### config.mk
export PLATFORM = sky130hd
export DESIGN_NAME = dat_lane
export DESIGN_NICKNAME = d
export VERILOG_FILES = /design/src/dat_pkg.sv /design/src/dat_mul.sv /design/src/dat_div.sv /design/src/dat_lane.sv
export SDC_FILE = /design/constraint.sdc
export NUM_CORES = 2
export LEC_CHECK = 0
export BUFFER_PORTS_ARGS = -buffer_cell sky130_fd_sc_hd__buf_2
export CORE_MARGIN = 4
export CORE_UTILIZATION = 45
export CTS_BUF_LIST = sky130_fd_sc_hd__clkbuf_8
export DETAILED_ROUTE_END_ITERATION = 10
export PLACE_DENSITY = 0.62
export SETUP_SLACK_MARGIN = 0.5
export SLEW_MARGIN = 5
export SYNTH_ARGS = -nofsm -noshare
export SYNTH_HDL_FRONTEND = slang
export SYNTH_SLANG_ARGS = --single-unit
### constraint.sdc
create_clock -name clk -period 8.22 [get_ports clk]
set_input_delay 0 -clock clk [delete_from_list [all_inputs] [get_ports clk]]
set_output_delay 0 -clock clk [all_outputs]
set_load 0.05 [all_outputs]
### src/dat_pkg.sv
package dat_pkg;

    // Default width of every stored filter value.
    localparam int STATE_WIDTH_DEF = 32;

    // Configuration register width and reset values (Q7.24, unsigned).
    localparam int CFG_WIDTH = 31;
    localparam int CFG_INDEX_WIDTH = 2;
    localparam logic [CFG_WIDTH-1:0] ANGLE_Q_RESET = 31'd16777;
    localparam logic [CFG_WIDTH-1:0] BIAS_Q_RESET = 31'd50332;
    localparam logic [CFG_WIDTH-1:0] MEAS_R_RESET = 31'd8388608;
    localparam logic [CFG_WIDTH-1:0] PERIOD_RESET = 31'd313734;

    // Register indexes of the configuration port.
    typedef enum logic [CFG_INDEX_WIDTH-1:0] {
        CFG_ANGLE_Q = 2'd0,
        CFG_BIAS_Q  = 2'd1,
        CFG_MEAS_R  = 2'd2,
        CFG_PERIOD  = 2'd3
    } cfg_index_t;

    // Current configuration as seen by both axis lanes.
    typedef struct packed {
        logic [CFG_WIDTH-1:0] qa;
        logic [CFG_WIDTH-1:0] qg;
        logic [CFG_WIDTH-1:0] rr;
        logic [CFG_WIDTH-1:0] dt;
    } dat_cfg_t;

    // Control from the merge stage to one axis lane.
    typedef struct packed {
        logic start;
        logic ack;
    } dat_lane_ctl_t;

    // Sequencer steps of one axis lane.
    typedef enum logic [3:0] {
        L_IDLE,
        L_RATE_MUL,
        L_P00_MUL,
        L_P01_MUL,
        L_P11_MUL,
        L_GAIN_DIV,
        L_K0T0_MUL,
        L_K0T1_MUL,
        L_K1T0_MUL,
        L_K1T1_MUL,
        L_K0ERR_MUL,
        L_K1ERR_MUL,
        L_DONE
    } lane_state_t;

endpackage

### src/dat_mul.sv
module dat_mul #(
    parameter int SW = dat_pkg::STATE_WIDTH_DEF
) (
    input  logic                                          clk,
    input  logic                                          rst_n,
    input  logic                                          start,
    input  logic signed [((SW > 32) ? SW : 32)-1:0]       a,
    input  logic signed [((SW > 32) ? SW : 32)-1:0]       b,
    output logic                                          done,
    output logic signed [SW-1:0]                          res
);
    import dat_pkg::*;

    localparam int IW = (SW > 32) ? SW : 32;
    localparam int CH = (IW + 15) / 16;
    localparam int MBW = CH * 16;
    localparam int AW = IW + MBW;
    localparam int RW = AW + 1;
    localparam int NW = AW - 23;
    localparam int CW = $clog2(CH + 1);

    logic          busy_reg;
    logic          fin_reg;
    logic          done_reg;
    logic [CW-1:0] cnt_reg;
    logic          neg_reg;
    logic [IW-1:0] ma_reg;
    logic [MBW-1:0] mb_reg;
    logic [AW-1:0] acc_reg;
    logic signed [SW-1:0] res_reg;

    logic [IW+15:0] prod_w;
    logic [RW-1:0]  rsum_w;
    logic [NW-1:0]  rnd_w;
    logic [NW-1:0]  cap_w;
    logic [SW:0]    mag_w;
    logic [SW:0]    sres_w;

    // One 16-bit slice of the multiplier operand per cycle, most significant first.
    assign prod_w = ma_reg * mb_reg[MBW-1 -: 16];

    // Round to nearest (ties away from zero), drop 24 fraction bits, clamp.
    always_comb
    begin
        rsum_w = {1'b0, acc_reg} + RW'(64'd1 << 23);
        rnd_w = rsum_w[RW-1:24];
        cap_w = NW'(64'd1 << (SW - 1)) - NW'(!neg_reg);
        mag_w = (rnd_w > cap_w) ? cap_w[SW:0] : rnd_w[SW:0];
        sres_w = neg_reg ? (~mag_w + 1'b1) : mag_w;
    end

    always_ff @(posedge clk or negedge rst_n)
    begin
        if (!rst_n)
        begin
            busy_reg <= 1'b0;
            fin_reg <= 1'b0;
            done_reg <= 1'b0;
            cnt_reg <= '0;
        end
        else
        begin
            done_reg <= fin_reg;
            fin_reg <= 1'b0;
            if (start)
            begin
                busy_reg <= 1'b1;
                cnt_reg <= CW'(CH);
            end
            else if (busy_reg)
            begin
                cnt_reg <= cnt_reg - 1'b1;
                if (cnt_reg == CW'(1))
                begin
                    busy_reg <= 1'b0;
                    fin_reg <= 1'b1;
                end
            end
        end
    end

    // Operand magnitudes and the accumulating product.
    always_ff @(posedge clk)
    begin
        if (start)
        begin
            neg_reg <= a[IW-1] ^ b[IW-1];
            ma_reg <= a[IW-1] ? (~a + 1'b1) : a;
            mb_reg <= MBW'(b[IW-1] ? (~b + 1'b1) : b);
            acc_reg <= '0;
        end
        else if (busy_reg)
        begin
            acc_reg <= (acc_reg << 16) + AW'(prod_w);
            mb_reg <= mb_reg << 16;
        end
        if (fin_reg)
        begin
            res_reg <= sres_w[SW-1:0];
        end
    end

    assign done = done_reg;
    assign res = res_reg;

endmodule

### src/dat_div.sv
module dat_div #(
    parameter int SW = dat_pkg::STATE_WIDTH_DEF
) (
    input  logic                                      clk,
    input  logic                                      rst_n,
    input  logic                                      start,
    input  logic signed [SW-1:0]                      num,
    input  logic [((SW > 32) ? SW : 32):0]            den,
    output logic                                      done,
    output logic signed [SW-1:0]                      quo
);
    import dat_pkg::*;

    localparam int IW = (SW > 32) ? SW : 32;
    localparam int DW = IW + 1;
    localparam int NB = SW + 24;
    localparam int QW = SW + 1;
    localparam int CW = $clog2(NB + 1);

    logic          busy_reg;
    logic          fin_reg;
    logic          done_reg;
    logic [CW-1:0] cnt_reg;
    logic          neg_reg;
    logic          ovf_reg;
    logic [NB-1:0] dvd_reg;
    logic [DW-1:0] den_reg;
    logic [DW-1:0] rem_reg;
    logic [QW-1:0] q_reg;
    logic signed [SW-1:0] res_reg;

    logic [DW:0]   rsh_w;
    logic          ge_w;
    logic [DW:0]   rsub_w;
    logic [QW-1:0] cap_w;
    logic [QW-1:0] mag_w;
    logic [QW-1:0] sres_w;

    // Restoring division, one quotient bit per cycle.
    always_comb
    begin
        rsh_w = {rem_reg, dvd_reg[NB-1]};
        ge_w = (rsh_w >= {1'b0, den_reg});
        rsub_w = rsh_w - {1'b0, den_reg};
        cap_w = QW'(64'd1 << (SW - 1)) - QW'(!neg_reg);
        mag_w = (ovf_reg || (q_reg > cap_w)) ? cap_w : q_reg;
        sres_w = neg_reg ? (~mag_w + 1'b1) : mag_w;
    end

    always_ff @(posedge clk or negedge rst_n)
    begin
        if (!rst_n)
        begin
            busy_reg <= 1'b0;
            fin_reg <= 1'b0;
            done_reg <= 1'b0;
            cnt_reg <= '0;
        end
        else
        begin
            done_reg <= fin_reg;
            fin_reg <= 1'b0;
            if (start)
            begin
                busy_reg <= 1'b1;
                cnt_reg <= CW'(NB);
            end
            else if (busy_reg)
            begin
                cnt_reg <= cnt_reg - 1'b1;
                if (cnt_reg == CW'(1))
                begin
                    busy_reg <= 1'b0;
                    fin_reg <= 1'b1;
                end
            end
        end
    end

    always_ff @(posedge clk)
    begin
        if (start)
        begin
            neg_reg <= num[SW-1];
            dvd_reg <= {(num[SW-1] ? (~num + 1'b1) : num), 24'd0};
            den_reg <= den;
            rem_reg <= '0;
            q_reg <= '0;
            ovf_reg <= 1'b0;
        end
        else if (busy_reg)
        begin
            dvd_reg <= dvd_reg << 1;
            rem_reg <= ge_w ? rsub_w[DW-1:0] : rsh_w[DW-1:0];
            q_reg <= {q_reg[QW-2:0], ge_w};
            ovf_reg <= ovf_reg | q_reg[QW-1];
        end
        if (fin_reg)
        begin
            res_reg <= sres_w[SW-1:0];
        end
    end

    assign done = done_reg;
    assign quo = res_reg;

endmodule

### src/dat_lane.sv
module dat_lane #(
    parameter int SW = dat_pkg::STATE_WIDTH_DEF
) (
    input  logic                   clk,
    input  logic                   rst_n,
    input  dat_pkg::dat_cfg_t      cfg,
    input  dat_pkg::dat_lane_ctl_t ctl,
    input  logic signed [31:0]     rate_in,
    input  logic signed [31:0]     meas_in,
    output logic                   done,
    output logic signed [31:0]     angle_out,
    output logic signed [31:0]     rate_out
);
    import dat_pkg::*;

    localparam int IW = (SW > 32) ? SW : 32;
    localparam int WW = IW + 3;
    localparam int EW = IW + 2;
    localparam logic signed [WW-1:0] SMAX_W = WW'((64'sd1 <<< (SW - 1)) - 64'sd1);
    localparam logic signed [WW-1:0] SMIN_W = -SMAX_W - WW'(1);
    localparam logic signed [WW-1:0] OMAX_W = WW'(64'sd2147483647);
    localparam logic signed [WW-1:0] OMIN_W = WW'(-64'sd2147483648);
    localparam logic signed [SW-1:0] P_ONE = (SW >= 26) ? SW'(64'sd1 <<< 24) : SMAX_W[SW-1:0];

    // Clamp a wide intermediate to the stored width.
    function automatic logic signed [SW-1:0] sat_w(input logic signed [WW-1:0] v);
        logic signed [SW-1:0] r;
        if (v > SMAX_W)
            r = SMAX_W[SW-1:0];
        else if (v < SMIN_W)
            r = SMIN_W[SW-1:0];
        else
            r = v[SW-1:0];
        return r;
    endfunction

    // Sign-extend a stored value to the working width.
    function automatic logic signed [WW-1:0] sx(input logic signed [SW-1:0] v);
        return WW'(v);
    endfunction

    // Clamp a stored value to the 32-bit result fields.
    function automatic logic signed [31:0] out32(input logic signed [SW-1:0] v);
        logic signed [WW-1:0] w;
        logic signed [31:0] r;
        w = WW'(v);
        if (w > OMAX_W)
            r = OMAX_W[31:0];
        else if (w < OMIN_W)
            r = OMIN_W[31:0];
        else
            r = w[31:0];
        return r;
    endfunction

    lane_state_t state_reg, state_next;
    logic issued_reg, issued_next;
    logic signed [SW-1:0] angle_reg, angle_next;
    logic signed [SW-1:0] bias_reg, bias_next;
    logic signed [SW-1:0] p_reg [4];
    logic signed [SW-1:0] p_next [4];
    logic signed [31:0] g_reg, g_next;
    logic signed [31:0] z_reg, z_next;
    logic signed [SW-1:0] err_reg, err_next;
    logic signed [EW-1:0] e_reg, e_next;
    logic signed [SW-1:0] k0_reg, k0_next;
    logic signed [SW-1:0] k1_reg, k1_next;
    logic signed [SW-1:0] t0_reg, t0_next;
    logic signed [SW-1:0] t1_reg, t1_next;

    logic signed [WW-1:0] qa_w, qg_w, g_w;
    logic signed [IW-1:0] dt_w;
    logic signed [SW-1:0] rc_w;
    logic                 mul_op_w;
    logic                 mul_start_w;
    logic signed [IW-1:0] mul_a_w, mul_b_w;
    logic                 mul_done_w;
    logic signed [SW-1:0] mul_res_w;
    logic                 div_start_w;
    logic                 div0_done_w, div1_done_w;
    logic signed [SW-1:0] k0_w, k1_w;

    assign qa_w = $signed(WW'(cfg.qa));
    assign qg_w = $signed(WW'(cfg.qg));
    assign dt_w = $signed(IW'(cfg.dt));
    assign g_w = WW'(g_reg);
    assign rc_w = sat_w(g_w - sx(bias_reg));

    // Multiplier operands for each step.
    always_comb
    begin
        mul_op_w = 1'b1;
        mul_a_w = '0;
        mul_b_w = dt_w;
        case (state_reg)
            L_RATE_MUL:
            begin
                mul_a_w = IW'(rc_w);
            end
            L_P00_MUL:
            begin
                mul_a_w = IW'(sat_w(qa_w - sx(p_reg[1]) - sx(p_reg[2])));
            end
            L_P01_MUL:
            begin
                mul_a_w = IW'(sat_w(-sx(p_reg[3])));
            end
            L_P11_MUL:
            begin
                mul_a_w = IW'(sat_w(qg_w));
            end
            L_K0T0_MUL:
            begin
                mul_a_w = IW'(k0_reg);
                mul_b_w = IW'(t0_reg);
            end
            L_K0T1_MUL:
            begin
                mul_a_w = IW'(k0_reg);
                mul_b_w = IW'(t1_reg);
            end
            L_K1T0_MUL:
            begin
                mul_a_w = IW'(k1_reg);
                mul_b_w = IW'(t0_reg);
            end
            L_K1T1_MUL:
            begin
                mul_a_w = IW'(k1_reg);
                mul_b_w = IW'(t1_reg);
            end
            L_K0ERR_MUL:
            begin
                mul_a_w = IW'(k0_reg);
                mul_b_w = IW'(err_reg);
            end
            L_K1ERR_MUL:
            begin
                mul_a_w = IW'(k1_reg);
                mul_b_w = IW'(err_reg);
            end
            default:
            begin
                mul_op_w = 1'b0;
            end
        endcase
    end

    assign mul_start_w = mul_op_w && !issued_reg;

    // Step sequencer and state updates.
    always_comb
    begin
        state_next = state_reg;
        issued_next = issued_reg;
        angle_next = angle_reg;
        bias_next = bias_reg;
        p_next = p_reg;
        g_next = g_reg;
        z_next = z_reg;
        err_next = err_reg;
        e_next = e_reg;
        k0_next = k0_reg;
        k1_next = k1_reg;
        t0_next = t0_reg;
        t1_next = t1_reg;
        div_start_w = 1'b0;
        if (mul_start_w)
            issued_next = 1'b1;
        case (state_reg)
            L_IDLE:
            begin
                if (ctl.start)
                begin
                    g_next = rate_in;
                    z_next = meas_in;
                    state_next = L_RATE_MUL;
                end
            end
            L_RATE_MUL:
            begin
                if (mul_done_w)
                begin
                    angle_next = sat_w(sx(angle_reg) + sx(mul_res_w));
                    issued_next = 1'b0;
                    state_next = L_P00_MUL;
                end
            end
            L_P00_MUL:
            begin
                if (mul_done_w)
                begin
                    p_next[0] = sat_w(sx(p_reg[0]) + sx(mul_res_w));
                    issued_next = 1'b0;
                    state_next = L_P01_MUL;
                end
            end
            L_P01_MUL:
            begin
                if (mul_done_w)
                begin
                    p_next[1] = sat_w(sx(p_reg[1]) + sx(mul_res_w));
                    p_next[2] = sat_w(sx(p_reg[2]) + sx(mul_res_w));
                    issued_next = 1'b0;
                    state_next = L_P11_MUL;
                end
            end
            L_P11_MUL:
            begin
                if (mul_done_w)
                begin
                    p_next[3] = sat_w(sx(p_reg[3]) + sx(mul_res_w));
                    err_next = sat_w(WW'(z_reg) - sx(angle_reg));
                    e_next = $signed(EW'(cfg.rr)) + EW'(p_reg[0]);
                    issued_next = 1'b0;
                    state_next = L_GAIN_DIV;
                end
            end
            L_GAIN_DIV:
            begin
                if (!issued_reg)
                begin
                    // A non-positive innovation variance skips the correction.
                    if (e_reg[EW-1] || (e_reg == '0))
                    begin
                        state_next = L_DONE;
                    end
                    else
                    begin
                        div_start_w = 1'b1;
                        issued_next = 1'b1;
                        t0_next = p_reg[0];
                        t1_next = p_reg[1];
                    end
                end
                else if (div0_done_w && div1_done_w)
                begin
                    k0_next = k0_w;
                    k1_next = k1_w;
                    issued_next = 1'b0;
                    state_next = L_K0T0_MUL;
                end
            end
            L_K0T0_MUL:
            begin
                if (mul_done_w)
                begin
                    p_next[0] = sat_w(sx(p_reg[0]) - sx(mul_res_w));
                    issued_next = 1'b0;
                    state_next = L_K0T1_MUL;
                end
            end
            L_K0T1_MUL:
            begin
                if (mul_done_w)
                begin
                    p_next[1] = sat_w(sx(p_reg[1]) - sx(mul_res_w));
                    issued_next = 1'b0;
                    state_next = L_K1T0_MUL;
                end
            end
            L_K1T0_MUL:
            begin
                if (mul_done_w)
                begin
                    p_next[2] = sat_w(sx(p_reg[2]) - sx(mul_res_w));
                    issued_next = 1'b0;
                    state_next = L_K1T1_MUL;
                end
            end
            L_K1T1_MUL:
            begin
                if (mul_done_w)
                begin
                    p_next[3] = sat_w(sx(p_reg[3]) - sx(mul_res_w));
                    issued_next = 1'b0;
                    state_next = L_K0ERR_MUL;
                end
            end
            L_K0ERR_MUL:
            begin
                if (mul_done_w)
                begin
                    angle_next = sat_w(sx(angle_reg) + sx(mul_res_w));
                    issued_next = 1'b0;
                    state_next = L_K1ERR_MUL;
                end
            end
            L_K1ERR_MUL:
            begin
                if (mul_done_w)
                begin
                    bias_next = sat_w(sx(bias_reg) + sx(mul_res_w));
                    issued_next = 1'b0;
                    state_next = L_DONE;
                end
            end
            L_DONE:
            begin
                if (ctl.ack)
                    state_next = L_IDLE;
            end
            default:
            begin
                state_next = L_IDLE;
            end
        endcase
    end

    always_ff @(posedge clk or negedge rst_n)
    begin
        if (!rst_n)
        begin
            state_reg <= L_IDLE;
            issued_reg <= 1'b0;
            angle_reg <= '0;
            bias_reg <= '0;
            p_reg[0] <= P_ONE;
            p_reg[1] <= '0;
            p_reg[2] <= '0;
            p_reg[3] <= P_ONE;
        end
        else
        begin
            state_reg <= state_next;
            issued_reg <= issued_next;
            angle_reg <= angle_next;
            bias_reg <= bias_next;
            p_reg <= p_next;
        end
    end

    // Working values of the current word.
    always_ff @(posedge clk)
    begin
        g_reg <= g_next;
        z_reg <= z_next;
        err_reg <= err_next;
        e_reg <= e_next;
        k0_reg <= k0_next;
        k1_reg <= k1_next;
        t0_reg <= t0_next;
        t1_reg <= t1_next;
    end

    dat_mul #(.SW(SW)) u_mul (
        .clk   (clk),
        .rst_n (rst_n),
        .start (mul_start_w),
        .a     (mul_a_w),
        .b     (mul_b_w),
        .done  (mul_done_w),
        .res   (mul_res_w)
    );

    // Both gains share the denominator and run side by side.
    dat_div #(.SW(SW)) u_div_k0 (
        .clk   (clk),
        .rst_n (rst_n),
        .start (div_start_w),
        .num   (p_reg[0]),
        .den   (e_reg[IW:0]),
        .done  (div0_done_w),
        .quo   (k0_w)
    );

    dat_div #(.SW(SW)) u_div_k1 (
        .clk   (clk),
        .rst_n (rst_n),
        .start (div_start_w),
        .num   (p_reg[2]),
        .den   (e_reg[IW:0]),
        .done  (div1_done_w),
        .quo   (k1_w)
    );

    assign done = (state_reg == L_DONE);
    assign angle_out = out32(angle_reg);
    assign rate_out = out32(rc_w);

endmodule

==> results.yml <==
outcome:
  status: "finished clean"
placed_design:
  globalplace.congestion: 1.09
  portBuffers: 256
  dp_hpwl_mm: 276
worst_hold_path:
  hold_class: "input pin to register"
global_route:
  grt_pass1_vias: 77400
  grtUsageTotal: 0.336
  overflow: 0
  grt_max_degree: 143
  grt_pass1_wl_mm: 515
  antenna_found_initial: 36
final_layout:
  final_cell_mix: "nand2_1, inv_1, a21oi_1"
  layout_commonest_cell: "nand2_1"
  areaGrowthSynthToFinish_pct: 12.6
  drive_above_1_share: 0.0881
  fin_util: 0.511
  largest_register_ffs: 128
  fin_nets: 12200
sta:
  rsz0062_at_grt: "yes"
  max_freq_mhz: 134
  finalHoldViolations: 0
  slew_violations: 0
  setup_tns_ns: 0
  fin_skew_ns: 0.0658
  period_share: 0.905
  worst_slew_pin_slew_ns: 1.36
  finalSetupViolations: 0
  max_slew_margin: 0.0929
  period_needed_ns: 7.44
clock_network:
  path_clk_slew_ns: 0.06
  cts_made_buffers: 176
  cts_htree_levels: 4
  cts_sinks: 934
  cts_root_buffer: "clkbuf_8"
  clockBufferDepth: 3
  tritoncts: "yes"
  clk-insertion-delay-late_ns: 0.97
run:
  drv_cap: 0
logic_synthesis:
  syn_nets: 11800
  synth_edf_count: 516
  yosys_warnings: 0
  avgSynthCellArea_um2: 8.68
  netlist-cell-type-count: 104
  synth-seq-cells: 934
  synth_cells: 10300
  synthesis.area_mm2: 0.0896
  async_flop_share: 0.236
  synth-seq-area-share: 0.279
  ys.flop_type: "edfxtp_1"
die:
  dieArea_mm2: 0.206
  core_area_mm2: 0.198
  die_width_um: 454
  io_pins: 257
  num_rows: 163
  initial_core_util: 0.454
  fp.dieH_um: 454
worst_setup_path:
  crit_chain: "inv_1 > fa_1 > inv_1 > ha_1 > or2_2 > fa_1 > a211oi_2 > o21a_2 > o41ai_2 > a2111o_1 > a2111oi_4 > nor3_1 > o31a_1 > nor2_1 > a211o_1 > inv_1 > ha_1 > nand2_1 > nor3_1 > a31oi_1 > xor2_1"
  path_class: "register to register"
  crit_path_end_kind: "register"
  crit_family: "compound AO/OA/AOI/OAI gates"
  required_ns: 8.86
  crit_top_cell: "inv_1"
  worst-r2r-setup-slack_ns: 0.78
  critPathArrivalTime_ns: 8.08
  crit_buf_inv: 3
  critPathMaxFanout: 11
  max_stage_delay_ns: 0.70
  cp_slowest_cell: "nor2_1"
  startpoint_type: "register"
drt:
  post_drt_via_cell_ratio: 5.98
  drc: 0
  wl_per_cell_um: 26.3
  ant_nets: 0
  routed_wl_mm: 357
  drtPass1Iterations: 10
  drt-initial-drc-count: 8895
  num_vias: 81000
## synthesized netlist by cell type, types with 125 or more instances
cell type     n  area [um2]
nand3_1     158         791
dfxtp_1     198        3960
xnor2_1     421        3690
edfxtp_1    516       15500
a21o_1      212        1590
mux2i_1     125        1250
fa_1        496        9930
nor3_1      189         946
o21ai_0     598        2990
ha_1        764        9560
and2_1      180        1130
nor2_1      766        2880
dfrtp_1     218        5460
clkbuf_1    476        1790
nand2_1    1102        4140
a21oi_1     886        4430
xor2_1      219        1920
o31ai_1     153        1150
inv_1       935        3510
## metrics by stage
stage | instance area, um2 | hold slack (ns) | setup slack [ns] | cells
3_5_place_dp | 94400 | 0.0183 | 0.151 | 13000
5_1_grt | 101000 | 0.111 | 0.419 | 13500
2_1_floorplan | 89600 | -0.296 | 0.670 | 10300
4_1_cts | 100000 | 0.0445 | 0.541 | 13500
6_report | 101000 | 0.175 | 0.778 | 13600
3_3_place_gp | 94400 | 0.0208 | 0.253 | 13000
## metal layers
layer,vias up,track usage,wire (um)
li1,37200,-,-
met1,39500,0.438,146000
met2,3510,0.512,154000
met3,799,0.0626,28900
met4,10,0.220,27900
met5,-,0,67
## tightest hold or removal path, cell delays in order
cell and delay, ns:
buf_2 0.19, a22o_1 0.25, a221o_1 0.19, xnor2_1 0.12, o21ai_0 0.14
## path summary, 6_finish.rpt
| path | cells after the start | start | end |
|---|---|---|---|
| min reg2reg | 0 | u_div_k1.quo[27] | k1_reg[27] |
| min in group asynchronous | 4 | rst_n | p_reg[37] |
| max in group asynchronous | 4 | rst_n | angle_reg[18] |
| min | 5 | cfg[17] | u_mul.mb_reg[17] |
| max | 21 | p_reg[64] | u_mul.ma_reg[10] |
| max reg2reg | 21 | p_reg[64] | u_mul.ma_reg[10] |
## timing repair
action	4_1_cts	5_1_grt
gates resized for setup	3	39
hold buffers	223	0
gates cloned	0	0
setup endpoints to repair	18	27
buffers inserted	5	27
pin swaps	1	12
endpoints found under the hold margin	358	0
## area by class of cell
class	instances	area (um2)
clock buffers	197	2710
diodes	17	42.5
well taps	2640	3300
flip-flops and latches	934	25000
repair buffers	759	5750
fillers	18600	96700
clock inverters	131	997
multi-input cells	7942	59600
inverters	939	3530
## cell families after synthesis
| kind of cell | Yosys count | share of synthesized area |
|---|---|---|
| xor gates and xnor gates | 640 | 0.0625 |
| and+or+nand+nor | 3077 | 0.162 |
| AOI/OAI and AO/OA | 2796 | 0.200 |
| DFF | 934 | 0.279 |
| muxes | 128 | 0.0143 |
| adders and majority gates | 1301 | 0.222 |
| buffers and inverters | 1455 | 0.0613 |
Power is left out: the tool's default activity adds up to more than one toggle a clock period on the data nets, which glitch-free logic cannot reach.
